$ cat src/hdl/htfd_pkg.sv
`default_nettype none

package htfd_pkg;

  localparam int unsigned NUM_VALUES = 11;

  localparam logic [5:0] LINE_LEN  = 6'd40;
  localparam logic [5:0] FIRST_HEX = 6'd7;
  localparam logic [5:0] TAG_LEN   = 6'd4;
  localparam logic [5:0] POS_MAX   = 6'd63;
  localparam logic [3:0] CSUM_IDX  = 4'd11;

  typedef enum logic [1:0] {
    ST_OK   = 2'd0,
    ST_BAD  = 2'd1,
    ST_CSUM = 2'd2
  } status_t;

  typedef struct packed {
    logic       first;
    logic       last;
    logic [3:0] idx;
    logic       sgn;
    logic       wide;
  } fld_info_t;

  typedef struct packed {
    status_t            status;
    logic [3:0]         flight_state;
    logic signed [7:0]  accel_value;
    logic [15:0]        speed_value;
    logic [15:0]        height_value;
    logic [7:0]         pressure_value;
    logic signed [7:0]  temperature_value;
    logic signed [15:0] roll_value;
    logic signed [15:0] pitch_value;
    logic signed [15:0] yaw_value;
    logic signed [7:0]  latitude_value;
    logic signed [7:0]  longitude_value;
  } result_t;

  function automatic logic [7:0] tag_byte(input logic [1:0] p);
    logic [7:0] b;
    case (p)
      2'd0:    b = 8'h45;
      2'd1:    b = 8'h53;
      2'd2:    b = 8'h46;
      default: b = 8'h54;
    endcase
    return b;
  endfunction

  function automatic fld_info_t fld_lookup(input logic [5:0] p);
    fld_info_t  f;
    logic [5:0] start;
    logic [5:0] len;
    logic [3:0] idx;
    logic       sgn;
    case (p) inside
      [6'd0:6'd7]:   begin idx = 4'd0;  start = 6'd7;  len = 6'd1; sgn = 1'b0; end
      [6'd8:6'd9]:   begin idx = 4'd1;  start = 6'd8;  len = 6'd2; sgn = 1'b1; end
      [6'd10:6'd13]: begin idx = 4'd2;  start = 6'd10; len = 6'd4; sgn = 1'b0; end
      [6'd14:6'd17]: begin idx = 4'd3;  start = 6'd14; len = 6'd4; sgn = 1'b0; end
      [6'd18:6'd19]: begin idx = 4'd4;  start = 6'd18; len = 6'd2; sgn = 1'b0; end
      [6'd20:6'd21]: begin idx = 4'd5;  start = 6'd20; len = 6'd2; sgn = 1'b1; end
      [6'd22:6'd25]: begin idx = 4'd6;  start = 6'd22; len = 6'd4; sgn = 1'b1; end
      [6'd26:6'd29]: begin idx = 4'd7;  start = 6'd26; len = 6'd4; sgn = 1'b1; end
      [6'd30:6'd33]: begin idx = 4'd8;  start = 6'd30; len = 6'd4; sgn = 1'b1; end
      [6'd34:6'd35]: begin idx = 4'd9;  start = 6'd34; len = 6'd2; sgn = 1'b1; end
      [6'd36:6'd37]: begin idx = 4'd10; start = 6'd36; len = 6'd2; sgn = 1'b1; end
      default:       begin idx = CSUM_IDX; start = 6'd38; len = 6'd2; sgn = 1'b0; end
    endcase
    f.first = (p == start);
    f.last  = (p == start + len - 6'd1);
    f.idx   = idx;
    f.sgn   = sgn;
    f.wide  = (len == 6'd4);
    return f;
  endfunction

endpackage

`default_nettype wire

$ cat src/hdl/htfd_if.sv
`default_nettype none

interface htfd_in_if;
  logic       valid;
  logic       ready;
  logic       kind;
  logic [7:0] char_in;

  modport source (output valid, kind, char_in, input ready);
  modport sink   (input valid, kind, char_in, output ready);
endinterface

interface htfd_out_if;
  logic               valid;
  logic               ready;
  logic [1:0]         status;
  logic [3:0]         flight_state;
  logic signed [7:0]  accel_value;
  logic [15:0]        speed_value;
  logic [15:0]        height_value;
  logic [7:0]         pressure_value;
  logic signed [7:0]  temperature_value;
  logic signed [15:0] roll_value;
  logic signed [15:0] pitch_value;
  logic signed [15:0] yaw_value;
  logic signed [7:0]  latitude_value;
  logic signed [7:0]  longitude_value;

  modport source (output valid, status, flight_state, accel_value, speed_value, height_value,
                  pressure_value, temperature_value, roll_value, pitch_value, yaw_value,
                  latitude_value, longitude_value, input ready);
  modport sink   (input valid, status, flight_state, accel_value, speed_value, height_value,
                  pressure_value, temperature_value, roll_value, pitch_value, yaw_value,
                  latitude_value, longitude_value, output ready);
endinterface

`default_nettype wire

$ cat src/hdl/hex_telemetry_frame_decoder_top.sv
`default_nettype none

// The decoder takes one character or end-of-line transaction in every cycle and checks the
// line as it arrives, so the work for each character is a single registered step. Each
// end of line gives one result transaction, held in a two-entry output buffer (output
// register plus skid stage); input ready falls only while both entries are full, so a
// stalled result does not stop the next characters from being taken.

module hex_telemetry_frame_decoder_top (
  input  logic        clk,
  input  logic        rst_n,
  htfd_in_if.sink     in_ch,
  htfd_out_if.source  out_ch
);

  logic              res_valid;
  htfd_pkg::result_t res;

  logic              out_valid_r, out_valid_nxt;
  htfd_pkg::result_t out_r,       out_nxt;
  logic              skid_valid_r, skid_valid_nxt;
  htfd_pkg::result_t skid_r,      skid_nxt;
  logic              take;
  logic              pop;
  logic              out_free;

  assign in_ch.ready = !skid_valid_r;
  assign take        = in_ch.valid && in_ch.ready;

  htfd_core u_core (
    .clk       (clk),
    .rst_n     (rst_n),
    .take      (take),
    .kind      (in_ch.kind),
    .char_in   (in_ch.char_in),
    .res_valid (res_valid),
    .res       (res)
  );

  always_comb begin
    pop            = out_valid_r && out_ch.ready;
    out_free       = !out_valid_r || pop;
    out_valid_nxt  = out_valid_r;
    out_nxt        = out_r;
    skid_valid_nxt = skid_valid_r;
    skid_nxt       = skid_r;
    if (out_free) begin
      if (skid_valid_r) begin
        out_valid_nxt  = 1'b1;
        out_nxt        = skid_r;
        skid_valid_nxt = res_valid;
        skid_nxt       = res;
      end else begin
        out_valid_nxt = res_valid;
        out_nxt       = res;
      end
    end else if (res_valid) begin
      skid_valid_nxt = 1'b1;
      skid_nxt       = res;
    end
  end

  always_ff @(posedge clk) begin
    if (!rst_n) begin
      out_valid_r  <= 1'b0;
      skid_valid_r <= 1'b0;
    end else begin
      out_valid_r  <= out_valid_nxt;
      skid_valid_r <= skid_valid_nxt;
    end
    out_r  <= out_nxt;
    skid_r <= skid_nxt;
  end

  assign out_ch.valid             = out_valid_r;
  assign out_ch.status            = out_r.status;
  assign out_ch.flight_state      = out_r.flight_state;
  assign out_ch.accel_value       = out_r.accel_value;
  assign out_ch.speed_value       = out_r.speed_value;
  assign out_ch.height_value      = out_r.height_value;
  assign out_ch.pressure_value    = out_r.pressure_value;
  assign out_ch.temperature_value = out_r.temperature_value;
  assign out_ch.roll_value        = out_r.roll_value;
  assign out_ch.pitch_value       = out_r.pitch_value;
  assign out_ch.yaw_value         = out_r.yaw_value;
  assign out_ch.latitude_value    = out_r.latitude_value;
  assign out_ch.longitude_value   = out_r.longitude_value;

  a_skid_behind_out: assert property (@(posedge clk) disable iff (!rst_n)
    skid_valid_r |-> out_valid_r)
    else $error("skid entry held while output register is empty");

  a_no_push_when_full: assert property (@(posedge clk) disable iff (!rst_n)
    res_valid |-> !skid_valid_r)
    else $error("result produced while both buffer entries are full");

  a_result_lands: assert property (@(posedge clk) disable iff (!rst_n)
    res_valid |=> out_valid_r)
    else $error("result transaction lost in output buffer");

  a_bad_is_zero: assert property (@(posedge clk) disable iff (!rst_n)
    (out_valid_r && out_r.status == htfd_pkg::ST_BAD) |->
      (out_r.speed_value == 16'h0000 && out_r.roll_value == 16'sh0000 &&
       out_r.flight_state == 4'h0))
    else $error("bad frame result carries non-zero values");

endmodule

`default_nettype wire

$ cat src/hdl/htfd_core.sv
`default_nettype none

module htfd_core (
  input  logic              clk,
  input  logic              rst_n,
  input  logic              take,
  input  logic              kind,
  input  logic [7:0]        char_in,
  output logic              res_valid,
  output htfd_pkg::result_t res
);

  logic [5:0]         pos_r,  pos_nxt;
  logic               good_r, good_nxt;
  logic [15:0]        acc_r,  acc_nxt;
  logic               neg_r,  neg_nxt;
  logic signed [19:0] sum_r,  sum_nxt;
  logic [7:0]         chk_r,  chk_nxt;
  logic [15:0]        fields_r [htfd_pkg::NUM_VALUES];

  htfd_pkg::fld_info_t fi;
  logic               hex_ok;
  logic [3:0]         digit;
  logic               lead;
  logic [15:0]        acc_base;
  logic signed [19:0] bias;
  logic               fld_we;
  logic               bad;
  logic               match;

  always_comb begin
    fi     = htfd_pkg::fld_lookup(pos_r);
    hex_ok = 1'b1;
    digit  = 4'd0;
    if (char_in inside {[8'h30:8'h39]}) begin
      digit = char_in[3:0];
    end else if (char_in inside {[8'h41:8'h46], [8'h61:8'h66]}) begin
      digit = char_in[3:0] + 4'd9;
    end else begin
      hex_ok = 1'b0;
    end
    lead = char_in inside {8'h38, 8'h39, [8'h61:8'h66]};

    pos_nxt  = pos_r;
    good_nxt = good_r;
    acc_nxt  = acc_r;
    neg_nxt  = neg_r;
    sum_nxt  = sum_r;
    chk_nxt  = chk_r;
    fld_we   = 1'b0;
    acc_base = fi.first ? 16'h0000 : acc_r;
    bias     = 20'sd0;

    if (take) begin
      if (kind) begin
        pos_nxt  = 6'd0;
        good_nxt = 1'b1;
        acc_nxt  = 16'h0000;
        neg_nxt  = 1'b0;
        sum_nxt  = 20'sd0;
        chk_nxt  = 8'h00;
      end else begin
        if (pos_r < htfd_pkg::TAG_LEN) begin
          if (char_in != htfd_pkg::tag_byte(pos_r[1:0])) begin
            good_nxt = 1'b0;
          end
        end else if (pos_r >= htfd_pkg::FIRST_HEX && pos_r < htfd_pkg::LINE_LEN) begin
          if (!hex_ok) begin
            good_nxt = 1'b0;
          end
          if (fi.first) begin
            neg_nxt = lead;
          end
          acc_nxt = {acc_base[11:0], digit};
          if (fi.sgn && neg_nxt) begin
            bias = fi.wide ? 20'sh10000 : 20'sh00100;
          end
          if (fi.last) begin
            if (fi.idx != htfd_pkg::CSUM_IDX) begin
              fld_we  = 1'b1;
              sum_nxt = sum_r + $signed({4'b0000, acc_nxt}) - bias;
            end else begin
              chk_nxt = acc_nxt[7:0];
            end
          end
        end
        if (pos_r != htfd_pkg::POS_MAX) begin
          pos_nxt = pos_r + 6'd1;
        end
      end
    end
  end

  always_ff @(posedge clk) begin
    if (!rst_n) begin
      pos_r  <= 6'd0;
      good_r <= 1'b1;
      acc_r  <= 16'h0000;
      neg_r  <= 1'b0;
      sum_r  <= 20'sd0;
      chk_r  <= 8'h00;
    end else begin
      pos_r  <= pos_nxt;
      good_r <= good_nxt;
      acc_r  <= acc_nxt;
      neg_r  <= neg_nxt;
      sum_r  <= sum_nxt;
      chk_r  <= chk_nxt;
    end
  end

  always_ff @(posedge clk) begin
    if (fld_we) begin
      fields_r[fi.idx] <= acc_nxt;
    end
  end

  // A negative sum leaves a negative remainder, which only matches when it is zero.
  always_comb begin
    bad   = !good_r || (pos_r != htfd_pkg::LINE_LEN);
    match = (sum_r[7:0] == chk_r) && (!sum_r[19] || (sum_r[7:0] == 8'h00));

    res_valid = take && kind;
    if (bad) begin
      res        = '0;
      res.status = htfd_pkg::ST_BAD;
    end else begin
      res.status            = match ? htfd_pkg::ST_OK : htfd_pkg::ST_CSUM;
      res.flight_state      = fields_r[0][3:0];
      res.accel_value       = fields_r[1][7:0];
      res.speed_value       = fields_r[2];
      res.height_value      = fields_r[3];
      res.pressure_value    = fields_r[4][7:0];
      res.temperature_value = fields_r[5][7:0];
      res.roll_value        = fields_r[6];
      res.pitch_value       = fields_r[7];
      res.yaw_value         = fields_r[8];
      res.latitude_value    = fields_r[9][7:0];
      res.longitude_value   = fields_r[10][7:0];
    end
  end

endmodule

`default_nettype wire
$ cat src/flat_wrapper.sv
// flat-port wrapper written by rule: the top's interface ports become plain ports
module hex_telemetry_frame_decoder_top_flat 
  (clk, rst_n, in_ch_valid, in_ch_kind, in_ch_char_in, in_ch_ready, out_ch_valid, out_ch_status, out_ch_flight_state, out_ch_accel_value, out_ch_speed_value, out_ch_height_value, out_ch_pressure_value, out_ch_temperature_value, out_ch_roll_value, out_ch_pitch_value, out_ch_yaw_value, out_ch_latitude_value, out_ch_longitude_value, out_ch_ready);
  htfd_in_if in_ch_i ();
  htfd_out_if out_ch_i ();
  input  logic clk;
  input  logic rst_n;
  input wire logic [$bits(in_ch_i.valid)-1:0] in_ch_valid;
  input wire logic [$bits(in_ch_i.kind)-1:0] in_ch_kind;
  input wire logic [$bits(in_ch_i.char_in)-1:0] in_ch_char_in;
  output wire logic [$bits(in_ch_i.ready)-1:0] in_ch_ready;
  output wire logic [$bits(out_ch_i.valid)-1:0] out_ch_valid;
  output wire logic [$bits(out_ch_i.status)-1:0] out_ch_status;
  output wire logic [$bits(out_ch_i.flight_state)-1:0] out_ch_flight_state;
  output wire logic [$bits(out_ch_i.accel_value)-1:0] out_ch_accel_value;
  output wire logic [$bits(out_ch_i.speed_value)-1:0] out_ch_speed_value;
  output wire logic [$bits(out_ch_i.height_value)-1:0] out_ch_height_value;
  output wire logic [$bits(out_ch_i.pressure_value)-1:0] out_ch_pressure_value;
  output wire logic [$bits(out_ch_i.temperature_value)-1:0] out_ch_temperature_value;
  output wire logic [$bits(out_ch_i.roll_value)-1:0] out_ch_roll_value;
  output wire logic [$bits(out_ch_i.pitch_value)-1:0] out_ch_pitch_value;
  output wire logic [$bits(out_ch_i.yaw_value)-1:0] out_ch_yaw_value;
  output wire logic [$bits(out_ch_i.latitude_value)-1:0] out_ch_latitude_value;
  output wire logic [$bits(out_ch_i.longitude_value)-1:0] out_ch_longitude_value;
  input wire logic [$bits(out_ch_i.ready)-1:0] out_ch_ready;
  assign in_ch_i.valid = in_ch_valid;
  assign in_ch_i.kind = in_ch_kind;
  assign in_ch_i.char_in = in_ch_char_in;
  assign in_ch_ready = in_ch_i.ready;
  assign out_ch_valid = out_ch_i.valid;
  assign out_ch_status = out_ch_i.status;
  assign out_ch_flight_state = out_ch_i.flight_state;
  assign out_ch_accel_value = out_ch_i.accel_value;
  assign out_ch_speed_value = out_ch_i.speed_value;
  assign out_ch_height_value = out_ch_i.height_value;
  assign out_ch_pressure_value = out_ch_i.pressure_value;
  assign out_ch_temperature_value = out_ch_i.temperature_value;
  assign out_ch_roll_value = out_ch_i.roll_value;
  assign out_ch_pitch_value = out_ch_i.pitch_value;
  assign out_ch_yaw_value = out_ch_i.yaw_value;
  assign out_ch_latitude_value = out_ch_i.latitude_value;
  assign out_ch_longitude_value = out_ch_i.longitude_value;
  assign out_ch_i.ready = out_ch_ready;
  hex_telemetry_frame_decoder_top u_core (.clk(clk), .rst_n(rst_n), .in_ch(in_ch_i), .out_ch(out_ch_i));
endmodule
$ cat config.mk
export PLATFORM = sky130hd
export DESIGN_NAME = hex_telemetry_frame_decoder_top_flat
export DESIGN_NICKNAME = d
export VERILOG_FILES = /design/src/hdl/htfd_pkg.sv /design/src/hdl/htfd_if.sv /design/src/hdl/hex_telemetry_frame_decoder_top.sv /design/src/hdl/htfd_core.sv /design/src/flat_wrapper.sv
export SDC_FILE = /design/constraint.sdc
export NUM_CORES = 1
export LEC_CHECK = 0
export BUFFER_PORTS_ARGS = -buffer_cell sky130_fd_sc_hd__buf_2
export CAP_MARGIN = 20
export CORE_MARGIN = 2
export CORE_UTILIZATION = 48
export DETAILED_ROUTE_END_ITERATION = 8
export PLACE_DENSITY = 0.71
export SYNTH_ARGS = -nofsm -noshare
export SYNTH_HDL_FRONTEND = slang
export SYNTH_SLANG_ARGS = --single-unit
export TNS_END_PERCENT = 30
$ cat constraint.sdc
create_clock -name clk -period 40.2 [get_ports clk]
set_input_delay 4.02 -clock clk [delete_from_list [all_inputs] [get_ports clk]]
set_output_delay 4.02 -clock clk [all_outputs]
set_load 0.1 [all_outputs]
==> impl_metrics.json <==
{
  "holdPathStages": 2,
  "synth_flop_cell": "edfxtp_1",
  "firstDrtPassIters": 5,
  "core.rowCount": 71,
  "internal-power_uw": 728,
  "design.core.area_um2": 37700,
  "worstReg2RegEnd": "u_core.u_core.sum_r[19]$_SDFFE_PN0P_",
  "critPathRequiredTime_ps": 40690,
  "grt_pass1_wl_um": 57300,
  "layout-drive-gt1-share_pct": 24.9,
  "register_area_um2": 12400,
  "rrSetupSlack_ps": 33820,
  "final_nets": 1481,
  "stdcell_count": 1963,
  "fmax_ghz": 0.125,
  "wl_um": 37000,
  "sw_frac_of_total_pct": 22.7,
  "multi_input_comb_area_um2": 5530,
  "cts-root-buf": "clkbuf_16",
  "finish.utilization_pct": 55.9,
  "total_power_uw": 942,
  "syn_area_um2": 18300,
  "ant_nets": 0,
  "yosys-top-cells-area": "edfxtp_1 62%, mux2_2 7.7%, dfxtp_1 5.9%, and2_1 4.9%, ha_1 3.3%",
  "synth_area_per_cell_um2": 14.4,
  "cts.repair.resized": 0,
  "drt_iter0_drc": 731,
  "die_x_um": 199,
  "hold_violations": 0,
  "die_y_um": 199,
  "start_util_pct": 48.7,
  "switchingPower_uw": 214,
  "slew_viol_final": 0,
  "p_per_area_nw_per_um2": 44.8,
  "synth_top_area_share_pct": 61.6,
  "min_period_over_period_pct": 19.9,
  "r2r_start": "u_core.u_core.pos_r[1]$_SDFFE_PN0P_",
  "timing.final.crit_period_ps": 7990,
  "synth_commonest_cells": "376 x edfxtp_1, 143 x and2_1, 126 x mux2_2, 68 x inv_1, 55 x nor2_1",
  "clk-insertion-delay-late_ps": 550,
  "grt_max_degree": 126,
  "grt.overflow.total": 0,
  "vias_per_cell": 5.32,
  "seq_area_frac_synth_pct": 67.5,
  "port_buffers": 140,
  "cap_viol_max_count": 0,
  "grt_use_total_pct": 18.7,
  "synth_nets": 1333,
  "cts_setup_buffers": 0,
  "numCtsBuffers": 44,
  "p_clk_share_pct": 41.8,
  "rsz0062_at_grt": "no",
  "synth_edf_count": 376,
  "dpl.hpwl_um": 23300,
  "die_area_um2": 39800,
  "holdBufCountCts": 0,
  "ys_seq_elements": 430,
  "end_kind": "flop",
  "cpMaxStageDelayCell": "a311oi_1",
  "ff2ff_path_depth": 21,
  "antenna_cells": 0,
  "yosysTopAreaCell": "edfxtp_1",
  "hold_path_class": "reg2reg",
  "yosysUniqueCellTypes": 71,
  "drc_errors": 0,
  "synthToLayoutAreaGrowth_pct": 14.8,
  "placed_cells": 1882,
  "grt_pass1_vias": 10100,
  "ios": 141,
  "slowest_delay_ps": 550,
  "combPwrFrac_pct": 6.3,
  "htree_levels": 2,
  "synth_warnings": 0,
  "cts_tree": "done",
  "async_reset_ff_share_pct": 0,
  "yosysMostFrequentCell": "edfxtp_1",
  "routedWlPerCell_um": 18.9,
  "setup_viol": 0,
  "cp_cell_sequence": "buf_2 > or4b_1 > a311oi_1 > nand2_1 > o21ai_0 > mux2i_1 > a211oi_1 > fa_1 > inv_1 > ha_1 > a21oi_1 > o21a_1 > nor2_1 > a211oi_1 > a311o_1 > mux2i_1 > or4_1 > nand3_1",
  "setup_tns_ps": 0,
  "crit_start": "in_ch_char_in[3]",
  "vias": 10400,
  "ir_drop_mv": 0.0257,
  "slew_headroom_pct": 27.3,
  "p_leak_nw": 8.38,
  "path_clk_slew_ps": 60,
  "crit_end": "u_core.u_core.sum_r[19]$_SDFFE_PN0P_",
  "tightestPinTransition_ps": 1090,
  "cp-start-kind": "input pin",
  "skew_ps": 13.8,
  "ctsLongestPathBuffers": 3,
  "path_max_fanout": 6,
  "grt_antenna_before_repair": 0,
  "cp_data_arrival_time_ps": 8480,
  "seqPwrFrac_pct": 51.9,
  "syn_inst": 1270,
  "crit_type": "in2reg",
  "gp_congestion": 0.878,
  "fill_cells": 3037,
  "status": "complete, no violations",
  "cts_num_sinks": 430
}
==> layer usage <==
metal	routed length [um]	vias to the layer above	track usage, %
met5	0	-	0
met4	862	0	5.90
met3	1820	57	3.29
met2	17300	255	29.9
met1	17100	5127	26.2
li1	-	4995	-
==> sequential cells by signal, indices dropped and copies added (netlist names), 16 cells and up <==
name and flops:
u_core.u_core.sum_r 20, u_core.out_ch.speed_value 16, u_core.skid_r 126, u_core.out_ch.roll_value 16
u_core.u_core.acc_r 16, u_core.out_ch.yaw_value 16, u_core.u_core.fields_r 124, u_core.out_ch.height_value 16
u_core.out_ch.pitch_value 16
==> through the flow <==
step	hold slack, ps	area [um^2]	setup WS (ps)
after detailed placement	448	19600	31660
final	454	21000	32210
after global placement	442	19600	31830
after CTS	456	21000	32220
after floorplan	432	18300	22860
after global routing	493	21000	31880
==> worst min path at each step <==
| stage | start | end | slack (ps) |
|---|---|---|---|
| after floorplan | u_core.u_core.sum_r[14]$_SDFFE_PN0P_ | u_core.u_core.sum_r[14]$_SDFFE_PN0P_ | 430 |
| final | u_core.u_core.sum_r[14]$_SDFFE_PN0P_ | u_core.u_core.sum_r[14]$_SDFFE_PN0P_ | 450 |
| after CTS | u_core.u_core.sum_r[14]$_SDFFE_PN0P_ | u_core.u_core.sum_r[14]$_SDFFE_PN0P_ | 460 |
| after detailed placement | u_core.u_core.sum_r[14]$_SDFFE_PN0P_ | u_core.u_core.sum_r[14]$_SDFFE_PN0P_ | 450 |
| after global placement | u_core.u_core.sum_r[14]$_SDFFE_PN0P_ | u_core.u_core.sum_r[14]$_SDFFE_PN0P_ | 440 |
| after global routing | u_core.u_core.sum_r[14]$_SDFFE_PN0P_ | u_core.u_core.sum_r[14]$_SDFFE_PN0P_ | 490 |
==> cell families after synthesis <==
family	after synthesis	synth area share, %
simple gates	337	10.3
buf+inv	123	2.62
mux	130	7.96
fa+ha+maj	50	3.49
xor+xnor	38	1.82
flops	430	67.5
other cells	1	0.0205
compound gates	161	6.29
==> layout make-up <==
cell class,instances,share of cell area (%)
clock inverter,20,0.856
sequential,430,58.8
clock buffer,60,5.82
timing repair buffer,155,3.96
multi-input combinational,717,26.3
inverter,70,1.26
tap,511,3.04
==> power by group through the flow <==
stage | Combinational, mW | Sequential, mW | Clock [mW]
2_1_floorplan | 0.0135 | 0.536 | 0
3_3_place_gp | 0.0587 | 0.499 | 0
3_5_place_dp | 0.0592 | 0.499 | 0
4_1_cts | 0.0593 | 0.489 | 0.402
5_1_grt | 0.0618 | 0.490 | 0.418
6_report | 0.0592 | 0.489 | 0.394
==> placed cells by master, fill, tap and decap left out, drive strengths merged, types with 6 or more instances in the layout <==
cell type,count
nand2b,9
nor3,13
and2,143
nor4,9
clkinv,17
buf,155
a31oi,6
a22oi,20
inv,70
xor2,12
a32o,12
xnor2,26
nand3,17
ha,48
a21o,9
clkbuf,60
edfxtp,376
mux2,126
nand2,47
nor2b,10
nand4,7
a21oi,30
dfxtp,54
o21ai,33
a22o,8
nor2,55
==> worst max-delay path, delay by kind of cell <==
kind / cells / cell delay, ps
buffers and inverters: 2 / 200
and+or+nand+nor: 5 / 1270
AOI/OAI and AO/OA: 7 / 1970
adders and majority gates: 2 / 750
muxes: 2 / 260
(Power assumes the default switching activity.)
